--- src/sv/aepc_pkg.sv ---
// Shared constants and a helper function for the archive entry path checker.
// No dependencies; used by aepc_path_state and archive_entry_path_checker_core.
`default_nettype none

package aepc_pkg;

    localparam int unsigned BYTE_W  = 8;
    localparam int unsigned LEN_W   = 10;
    localparam int unsigned COUNT_W = LEN_W + 1;
    localparam int unsigned COMP_W  = 2;

    localparam logic [LEN_W-1:0] MAX_LEN_RESET = 10'd255;

    localparam logic [BYTE_W-1:0] CH_NUL    = 8'h00;
    localparam logic [BYTE_W-1:0] CH_SPACE  = 8'h20;
    localparam logic [BYTE_W-1:0] CH_DEL    = 8'h7F;
    localparam logic [BYTE_W-1:0] CH_BSLASH = 8'h5C;
    localparam logic [BYTE_W-1:0] CH_COLON  = 8'h3A;
    localparam logic [BYTE_W-1:0] CH_SLASH  = 8'h2F;
    localparam logic [BYTE_W-1:0] CH_DOT    = 8'h2E;

    localparam logic [COMP_W-1:0] COMP_SAT = 2'd3;

    // Characters that are never allowed anywhere in a name.
    function automatic logic is_bad_char(input logic [BYTE_W-1:0] ch);
        return (ch < CH_SPACE) || (ch == CH_DEL) || (ch == CH_BSLASH) || (ch == CH_COLON);
    endfunction

endpackage

`default_nettype wire

--- src/sv/aepc_path_state.sv ---
// Per-name scan state: length count, current component tracking and reject flag.
// Depends on aepc_pkg.
`default_nettype none

module aepc_path_state (
    input  wire logic                        i_clk,
    input  wire logic                        i_rst_n,
    input  wire logic                        i_step,
    input  wire logic [aepc_pkg::BYTE_W-1:0] i_byte,
    input  wire logic [aepc_pkg::LEN_W-1:0]  i_max_len,
    output logic                             o_name_ok
);
    import aepc_pkg::*;

    logic [COUNT_W-1:0] r_chars;
    logic [COUNT_W-1:0] n_chars;
    logic [COMP_W-1:0]  r_comp_len;
    logic [COMP_W-1:0]  n_comp_len;
    logic               r_all_dots;
    logic               n_all_dots;
    logic               r_rej;
    logic               n_rej;

    logic               dot_name;
    logic               too_long;
    logic [COUNT_W-1:0] max_ext;

    assign max_ext  = {1'b0, i_max_len};
    assign too_long = r_chars > max_ext;
    assign dot_name = r_all_dots && ((r_comp_len == 2'd1) || (r_comp_len == 2'd2));

    // Verdict for a terminator arriving now.
    assign o_name_ok = !r_rej && (r_chars != '0) && !too_long && !dot_name;

    always_comb begin
        n_chars    = r_chars;
        n_comp_len = r_comp_len;
        n_all_dots = r_all_dots;
        n_rej      = r_rej;
        if (i_step) begin
            if (i_byte == CH_NUL) begin
                n_chars    = '0;
                n_comp_len = '0;
                n_all_dots = 1'b1;
                n_rej      = 1'b0;
            end else begin
                if (is_bad_char(i_byte)) begin
                    n_rej = 1'b1;
                end
                if (i_byte == CH_SLASH) begin
                    // An empty component here also catches a leading slash.
                    if ((r_comp_len == '0) || dot_name) begin
                        n_rej = 1'b1;
                    end
                    n_comp_len = '0;
                    n_all_dots = 1'b1;
                end else begin
                    if (r_comp_len != COMP_SAT) begin
                        n_comp_len = r_comp_len + 1'b1;
                    end
                    if (i_byte != CH_DOT) begin
                        n_all_dots = 1'b0;
                    end
                end
                // The count stops one past the limit.
                if (!too_long) begin
                    n_chars = r_chars + 1'b1;
                end
            end
        end
    end

    always_ff @(posedge i_clk) begin
        if (!i_rst_n) begin
            r_chars    <= '0;
            r_comp_len <= '0;
            r_all_dots <= 1'b1;
            r_rej      <= 1'b0;
        end else begin
            r_chars    <= n_chars;
            r_comp_len <= n_comp_len;
            r_all_dots <= n_all_dots;
            r_rej      <= n_rej;
        end
    end

endmodule

`default_nettype wire

--- src/sv/archive_entry_path_checker_core.sv ---
// Top level of the archive entry path checker: input register, scan state, result register.
// Depends on aepc_pkg and aepc_path_state.
//
// Usage: name characters arrive one per item on the input channel (i_valid, o_stall,
// i_name_byte). A zero byte ends the name; for it, one item with o_name_ok appears on
// the output channel (o_valid, i_stall). Other bytes produce no result.
// The longest accepted name is set through i_cfg_we / i_cfg_data, written while idle.
// A terminator moves from the input register to the result register, which drives o_valid.
// Throughput: one byte per cycle while o_stall is low; the per-byte update is
// a few compares and a counter between the input register and the scan state registers.
// When the receiver stalls, the verdict holds in the result register; non-terminator
// bytes keep flowing, and a second terminator waits in the input register, which then
// raises o_stall until the result is taken.
// Reset clears all name state and sets the limit to 255 characters.
`default_nettype none

module archive_entry_path_checker_core (
    input  wire logic                        i_clk,
    input  wire logic                        i_rst_n,
    input  wire logic                        i_valid,
    output logic                             o_stall,
    input  wire logic [aepc_pkg::BYTE_W-1:0] i_name_byte,
    output logic                             o_valid,
    input  wire logic                        i_stall,
    output logic                             o_name_ok,
    input  wire logic                        i_cfg_we,
    input  wire logic [aepc_pkg::LEN_W-1:0]  i_cfg_data
);
    import aepc_pkg::*;

    logic [LEN_W-1:0]  r_max_len;
    logic              r_in_valid;
    logic [BYTE_W-1:0] r_in_byte;
    logic              r_out_valid;
    logic              r_name_ok;

    logic              out_free;
    logic              is_term;
    logic              advance;
    logic              in_take;
    logic              verdict;

    assign out_free = !r_out_valid || !i_stall;
    assign is_term  = r_in_byte == CH_NUL;
    assign advance  = r_in_valid && (!is_term || out_free);
    assign in_take  = i_valid && !o_stall;
    assign o_stall  = r_in_valid && !advance;
    assign o_valid  = r_out_valid;
    assign o_name_ok = r_name_ok;

    aepc_path_state u_state (
        .i_clk     (i_clk),
        .i_rst_n   (i_rst_n),
        .i_step    (advance),
        .i_byte    (r_in_byte),
        .i_max_len (r_max_len),
        .o_name_ok (verdict)
    );

    always_ff @(posedge i_clk) begin
        if (!i_rst_n) begin
            r_max_len   <= MAX_LEN_RESET;
            r_in_valid  <= 1'b0;
            r_out_valid <= 1'b0;
        end else begin
            if (i_cfg_we) begin
                r_max_len <= i_cfg_data;
            end
            if (in_take) begin
                r_in_valid <= 1'b1;
            end else if (advance) begin
                r_in_valid <= 1'b0;
            end
            if (advance && is_term) begin
                r_out_valid <= 1'b1;
            end else if (!i_stall) begin
                r_out_valid <= 1'b0;
            end
        end
    end

    always_ff @(posedge i_clk) begin
        if (in_take) begin
            r_in_byte <= i_name_byte;
        end
        if (advance && is_term) begin
            r_name_ok <= verdict;
        end
    end

    // A waiting terminator must stall the input while the result register is blocked.
    a_term_blocks: assert property (@(posedge i_clk) disable iff (!i_rst_n)
        (r_in_valid && is_term && r_out_valid && i_stall) |-> o_stall)
        else $error("terminator passed a blocked result register");

    // A terminator leaving the input register always produces a result.
    a_term_result: assert property (@(posedge i_clk) disable iff (!i_rst_n)
        (advance && is_term) |=> r_out_valid)
        else $error("terminator produced no result");

    // An empty input register never stalls the sender.
    a_empty_no_stall: assert property (@(posedge i_clk) disable iff (!i_rst_n)
        !r_in_valid |-> !o_stall)
        else $error("stall raised with empty input register");

    // Non-terminator bytes never wait on the output side.
    a_byte_flows: assert property (@(posedge i_clk) disable iff (!i_rst_n)
        (r_in_valid && !is_term) |-> advance)
        else $error("non-terminator byte held up");

endmodule

`default_nettype wire

--- config.mk ---
export PLATFORM = sky130hd
export DESIGN_NAME = archive_entry_path_checker_core
export DESIGN_NICKNAME = d
export VERILOG_FILES = /design/src/sv/aepc_pkg.sv /design/src/sv/aepc_path_state.sv /design/src/sv/archive_entry_path_checker_core.sv
export SDC_FILE = /design/constraint.sdc
export NUM_CORES = 1
export LEC_CHECK = 0
export BUFFER_PORTS_ARGS = -buffer_cell sky130_fd_sc_hd__buf_2
export CAP_MARGIN = 40
export CORE_MARGIN = 3
export CORE_UTILIZATION = 51
export DETAILED_ROUTE_END_ITERATION = 8
export PLACE_DENSITY = 0.75
export SYNTH_ARGS = -nofsm -noshare
export SYNTH_HDL_FRONTEND = slang
export SYNTH_SLANG_ARGS = --single-unit
--- constraint.sdc ---
create_clock -name i_clk -period 1.95 [get_ports i_clk]
set_input_delay 0.195 -clock i_clk [delete_from_list [all_inputs] [get_ports i_clk]]
set_output_delay 0.195 -clock i_clk [all_outputs]
set_load 0.005 [all_outputs]
---- Word-level counts from Yosys, hierarchy flattened ----
Cells that the tools add are included.
storage, ports and cells
  word-level logic and storage cells ...... 71
  input port bits ......................... 23
  output and inout bits ................... 3
  register bits after elaboration ......... 36
operators by class
  equality and inequality tests ........... 10
  reduce and logical (&&, ||, !) cells .... 32
  magnitude comparators ................... 2
  add/sub/neg operators ................... 2
  multiplexer cells ....................... 16
operators by type and width
  operator                                                                       count
  11-bit 2-to-1 mux                                                              2
  8-bit by 6-bit == test with 1-bit output (second input constant)               2
  8-bit by 7-bit == test with 1-bit output (second input constant)               2
  11-bit by 1-bit adder with 11-bit output (second input constant)               1
  11-bit by 10-bit > comparator with 1-bit output                                1
  1-bit 2-to-1 mux                                                               11
  11-bit nonzero test                                                            1
  1-bit logical AND                                                              8
  1-bit zero test                                                                8
  8-bit zero test                                                                1
  8-bit by 6-bit less-than comparator with 1-bit output (second input constant)  1
  8-bit by 6-bit inequality test with 1-bit output (second input constant)       1
  1-bit logical OR                                                               7
  2-bit 2-to-1 mux                                                               3
  2-bit AND reduction                                                            3
  3-bit nonzero test                                                             2
  2-bit inequality test (second input constant)                                  2
  2-bit by 1-bit adder with 2-bit output (second input constant)                 1
  2-bit by 1-bit == test with 1-bit output (second input constant)               1
  2-bit == test (second input constant)                                          1
  2-bit zero test                                                                1
  2-bit by 1-bit inequality test with 1-bit output (second input constant)       1
  2-bit nonzero test                                                             1

---- Logic depth before layout (Yosys ltp) ----
  depth in word-level cells ............... 9
  depth in mapped cells ................... 8
  depth with buffers taken out ............ 7

---- By module ----
Synthesis repeated with hierarchy kept, for this count alone.
unflattened totals
  cell total of the unflattened synthesis .. 250
  area total of the unflattened synthesis .. 2,232.1 µm²
by module, submodules not included
  module                           seq. area each (µm²)  area each (µm²)  instances  cells an instance
  aepc_path_state                  300.3                 1,458.9          1          191
  archive_entry_path_checker_core  510.5                 773.2            1          59

---- Worst setup path before layout ----
Ideal clock, no wire load.
  path type ............................... reg-to-reg
  start point ............................. register u_state.r_chars[2]
  end point ............................... register u_state.r_chars[6]
  arrival time ............................ 1.875 ns
  period minus slack after synthesis ...... 1.967 ns
  stages on the path, launching flop included .. 8
  buffers on the path ..................... 1
  data required time ...................... 1.858 ns
  setup time .............................. 0.092 ns
  path slack .............................. -0.017 ns
  cells stage by stage .................... dfxtp_1 -> ha_1 -> a21oi_1 -> a21oi_1 -> o221a_2 -> or3_1 -> buf_6 -> o32ai_1
between the ends
  cells in the longest elaborated chain, start to end .. 3
  elaborated cells on any way between the ends .. 6
  classes of those cells .................. 1 x add/sub; 1 x order compare; 1 x eq/ne; 2 x mux; 1 x reduce/logical
RTL lines
  what                                                                                                                line                                          source
  start: declaration                                                                                                  aepc_path_state.sv:15                         logic [COUNT_W-1:0] r_chars;
  start signal: assignment                                                                                            aepc_path_state.sv:80                         r_chars <= n_chars;
  11-bit by 1-bit adder with 11-bit output / 11-bit by 10-bit > comparator with 1-bit output (equally long branches)  aepc_path_state.sv:67, aepc_path_state.sv:29
  11-bit 2-to-1 mux / 2-bit inequality test (equally long branches)                                                   -
  11-bit 2-to-1 mux / 2-bit AND reduction (equally long branches)                                                     -
Parallel ways exist; a longest one is shown, timed or not. The select of a mux whose other input is x is not followed.
A chain may end at the register's enable or synchronous reset.

---- Worst setup path in the final report ----
  start point ............................. register r_max_len[6]
  end point ............................... register u_state.r_chars[4]
between the ends
  cells in the longest elaborated chain, start to end .. 3
RTL lines
  what                                             line                                   source
  start: declaration                               archive_entry_path_checker_core.sv:31  logic [LEN_W-1:0] r_max_len;
  start signal: assignment                         archive_entry_path_checker_core.sv:67  r_max_len <= i_cfg_data;
  11-bit by 10-bit > comparator with 1-bit output  aepc_path_state.sv:29                  assign too_long = r_chars > max_ext;
  2-bit inequality test (no source line)           -
  2-bit AND reduction (no source line)             -
No other way between the ends.

==> impl_metrics.prom <==
# TYPE chip_impl_metric gauge
chip_impl_metric{name="grt_pass1_vias",unit=""} 1867
chip_impl_info{name="crit_path_end_kind",value="flop"} 1
chip_impl_metric{name="grt_util_all_layers",unit="%"} 24.24
chip_impl_info{name="crit_path_top_delay_cell",value="or3_4"} 1
chip_impl_metric{name="finalSetupViolCount",unit=""} 2
chip_impl_metric{name="cts.sinks",unit=""} 36
chip_impl_metric{name="die_width",unit="um"} 67.39
chip_impl_metric{name="filler_cell_count",unit=""} 240
chip_impl_metric{name="crit_path_max_fanout",unit=""} 8
chip_impl_metric{name="timing.clock.skew",unit="ns"} 0.006927
chip_impl_metric{name="layout.area.seq",unit="um2"} 819.5
chip_impl_metric{name="place_congestion",unit=""} 0.8703
chip_impl_metric{name="boundary_pins",unit=""} 26
chip_impl_metric{name="post-route-util",unit="%"} 78.21
chip_impl_metric{name="route.detailed.drc",unit=""} 0
chip_impl_metric{name="dp.final_hpwl",unit="um"} 3561
chip_impl_metric{name="coreArea",unit="um2"} 3468
chip_impl_metric{name="r2r_setup_slack",unit="ns"} -0.02
chip_impl_metric{name="first_pass_iters",unit=""} 4
chip_impl_metric{name="timing.final.ws_setup",unit="ns"} -0.02036
chip_impl_metric{name="pre_cts_slack",unit="ns"} -0.2510
chip_impl_info{name="path_delay_family",value="compound AO/OA/AOI/OAI gates"} 1
chip_impl_metric{name="detailedRoute.firstIterationViolations",unit=""} 181
chip_impl_metric{name="synthesis.area",unit="um2"} 1922
chip_impl_metric{name="power-per-cell-area",unit="nW/um2"} 590.9
chip_impl_info{name="yosys_most_used_dff",value="dfxtp_1"} 1
chip_impl_info{name="clock_tree.root_cell",value="clkbuf_8"} 1
chip_impl_metric{name="cp_data_arrival_time",unit="ns"} 2.17
chip_impl_info{name="hold_path_class",value="input pin to flop"} 1
chip_impl_metric{name="insertedDiodeCount",unit=""} 0
chip_impl_metric{name="critPathRequiredTime",unit="ns"} 2.15
chip_impl_info{name="rsz0062_at_grt",value="yes"} 1
chip_impl_metric{name="synth.avg_cell_area",unit="um2"} 9.284
chip_impl_metric{name="clk_pin_slew_worst_paths",unit="ns"} 0.07
chip_impl_info{name="startpoint_type",value="flop"} 1
chip_impl_metric{name="detailroute.via_count",unit=""} 1854
chip_impl_info{name="violated_checks",value="negative setup slack"} 1
chip_impl_metric{name="async_reset_ff_share",unit="%"} 0
chip_impl_metric{name="timing.max_cap.violations",unit=""} 0
chip_impl_metric{name="placement.io_buffers",unit=""} 25
chip_impl_metric{name="worstSetupPathDepth",unit=""} 7
chip_impl_metric{name="synthesis.nets",unit=""} 244
chip_impl_metric{name="multi_input_area",unit="um2"} 1281
chip_impl_metric{name="wirelength",unit="um"} 5395
chip_impl_info{name="run_status",value="finished, violations left"} 1
chip_impl_metric{name="timing.slew.headroom",unit="%"} 58.86
chip_impl_metric{name="final_count_of_pins_violating_max_slew",unit=""} 0
chip_impl_metric{name="maxClockFrequency",unit="MHz"} 507.5
chip_impl_metric{name="flow.area_growth_from_synthesis",unit="%"} 41.15
chip_impl_metric{name="synth_edf_count",unit=""} 9
chip_impl_metric{name="numCtsBuffers",unit=""} 5
chip_impl_metric{name="drive_above_1_share",unit="%"} 43.77
chip_impl_metric{name="fin_crit",unit="ns"} 1.970
chip_impl_metric{name="placementRows",unit=""} 21
chip_impl_metric{name="grt_overflow_total",unit=""} 0
chip_impl_metric{name="floorplan.initialDensity",unit="%"} 55.41
chip_impl_metric{name="dpl_cell_area",unit="um2"} 2295
chip_impl_info{name="path_class",value="flop to flop"} 1
chip_impl_metric{name="hold_slack",unit="ns"} 0.07590
chip_impl_metric{name="grt_pass1_wl",unit="um"} 8286
chip_impl_metric{name="die_y",unit="um"} 67.39
chip_impl_metric{name="cts_buffer_depth",unit=""} 2
chip_impl_metric{name="timing.critical_path.slowest_cell_delay",unit="ns"} 0.43
chip_impl_metric{name="power",unit="mW"} 1.603
chip_impl_info{name="top_library_cells_by_usage_in_the_layout_fill_and_taps_aside",value="30 x nand2_1, 30 x buf_4, 25 x buf_2, 22 x dfxtp_1, 12 x inv_1"} 1
chip_impl_metric{name="insertion_delay",unit="ns"} 0.29
chip_impl_metric{name="max-vdd-ir-drop",unit="V"} 0.0005725
chip_impl_metric{name="post_cts_hold_buffer_count",unit=""} 0
chip_impl_metric{name="worst-r2r-cell-count",unit=""} 7
chip_impl_metric{name="hold_depth",unit=""} 1
chip_impl_metric{name="distinct_cells_synth",unit=""} 48
chip_impl_metric{name="power_leakage",unit="nW"} 1.094
chip_impl_metric{name="grt_max_degree",unit=""} 18
chip_impl_metric{name="die_area",unit="um2"} 4541
chip_impl_metric{name="final_nets",unit=""} 301
chip_impl_metric{name="synthesis.yosys.warnings",unit=""} 0
chip_impl_metric{name="wl_per_cell",unit="um"} 17.35
chip_impl_metric{name="report.final.hold_viol_count",unit=""} 0
chip_impl_metric{name="grt_antenna_before_repair",unit=""} 0
chip_impl_metric{name="cp.buffers_inverters",unit=""} 1
chip_impl_metric{name="synthesized_instance_count",unit=""} 207
chip_impl_metric{name="post-synth-top-area-fraction",unit="%"} 28.13
chip_impl_info{name="synth.top_cells.by_area",value="dfxtp_1 28%, edfxtp_1 14%, ha_1 9.1%"} 1
chip_impl_metric{name="synth-seq-area-share",unit="%"} 42.19
chip_impl_metric{name="postSynthRegisterBits",unit=""} 36
chip_impl_metric{name="htree_levels",unit=""} 2
chip_impl_metric{name="route.antenna.remaining_nets",unit=""} 0
chip_impl_metric{name="vias_per_cell",unit=""} 5.961
chip_impl_info{name="cp_cell_sequence",value="inv_2 -> ha_4 -> a21oi_2 -> o21ai_1 -> o221a_2 -> or3_4 -> o31ai_2"} 1
chip_impl_metric{name="measured_slew_at_the_worst_slew_check_pin",unit="ns"} 0.6158
chip_impl_metric{name="share_of_the_clock_period_used_by_the_worst_path_after_layout",unit="%"} 101.0
chip_impl_metric{name="layout.cell_area.non_filler",unit="um2"} 2713
chip_impl_info{name="cts_tree",value="yes"} 1
chip_impl_info{name="synth_top_cell_by_area",value="dfxtp_1"} 1
[area by class of cell]
| type | instances | share of cell area, % |
|---|---|---|
| repair buffers | 59 | 14.90 |
| inverters | 16 | 2.214 |
| clock buffers | 8 | 3.321 |
| multi-input cells | 146 | 47.23 |
| flip-flops and latches | 36 | 30.21 |
| well taps | 46 | 2.122 |
[sequential cells by signal (all words and copies together) (netlist names)]
register	count
r_max_len	10
u_state.r_all_dots	1
r_in_valid	1
u_state.r_rej	1
u_state.r_comp_len	2
o_name_ok	1
o_valid	1
u_state.r_chars	11
r_in_byte	8
[cell usage after synthesis (2+ instances only)]
cell type   n
nand2_1    31
dfxtp_1    27
inv_1      15
ha_1       14
a21oi_1    12
edfxtp_1    9
o211ai_1    9
nor2_1      8
clkbuf_1    6
nor4_1      6
nand3_1     5
o32ai_1     5
or3_1       5
mux2i_1     4
nand4_1     4
o21ai_0     4
nor3_1      3
a22oi_1     2
and3_1      2
and4b_1     2
buf_2       2
o311ai_0    2
o31ai_1     2
o41ai_1     2
or2_2       2
or3_4       2
[per-layer routing]
layer	wire length [um]	vias up	part of all wire [%]	global-route usage (%)
met2	2821	53	52	43.68
met1	2209	896	41	26.96
li1	-	891	-	-
met5	0	-	0	0
met3	246	14	4.6	4.825
met4	118	0	2.2	11.90
[worst reg2reg max path, stage by stage (launching register included)]
cell     delay (ns)
dfxtp_2        0.32
inv_2          0.05
ha_4           0.25
a21oi_2        0.16
o21ai_1        0.09
o221a_2        0.34
or3_4          0.43
o31ai_2        0.24
[what timing repair did]
item / CTS / global route
buffers inserted: 1 / 2
setup endpoints to repair: 13 / 13
pin swaps: 4 / 11
resized for setup: 18 / 37
[cells by family after synthesis]
family	after synthesis	share of synthesized area, %
fa+ha+maj	14	9.115
simple gates	77	21.42
buf+inv	25	5.403
compound gates	51	19.79
mux	4	2.083
flops	36	42.19
[report_power, final]
part,internal [mW],total (mW),switching [mW]
clock network,0.288,0.549,0.260
logic,0.110,0.231,0.121
registers,0.801,0.823,0.0220
total,1.20,1.60,0.403
[per-stage QoR]
stage | cells | TNS [ns]
floorplan | 207 | 0
global placement | 300 | -0.7396
detailed placement | 300 | -1.737
CTS | 309 | 0
global route | 311 | -0.4665
finish | 311 | -0.03599
[worst paths after layout]
kind,from,to
min reg2reg,r_in_byte[7],u_state.r_rej
max reg2reg,r_max_len[6],u_state.r_chars[4]
max,r_max_len[6],u_state.r_chars[4]
min,i_name_byte[6],r_in_byte[6]
Note: power is estimated with default switching activity, not from simulation.
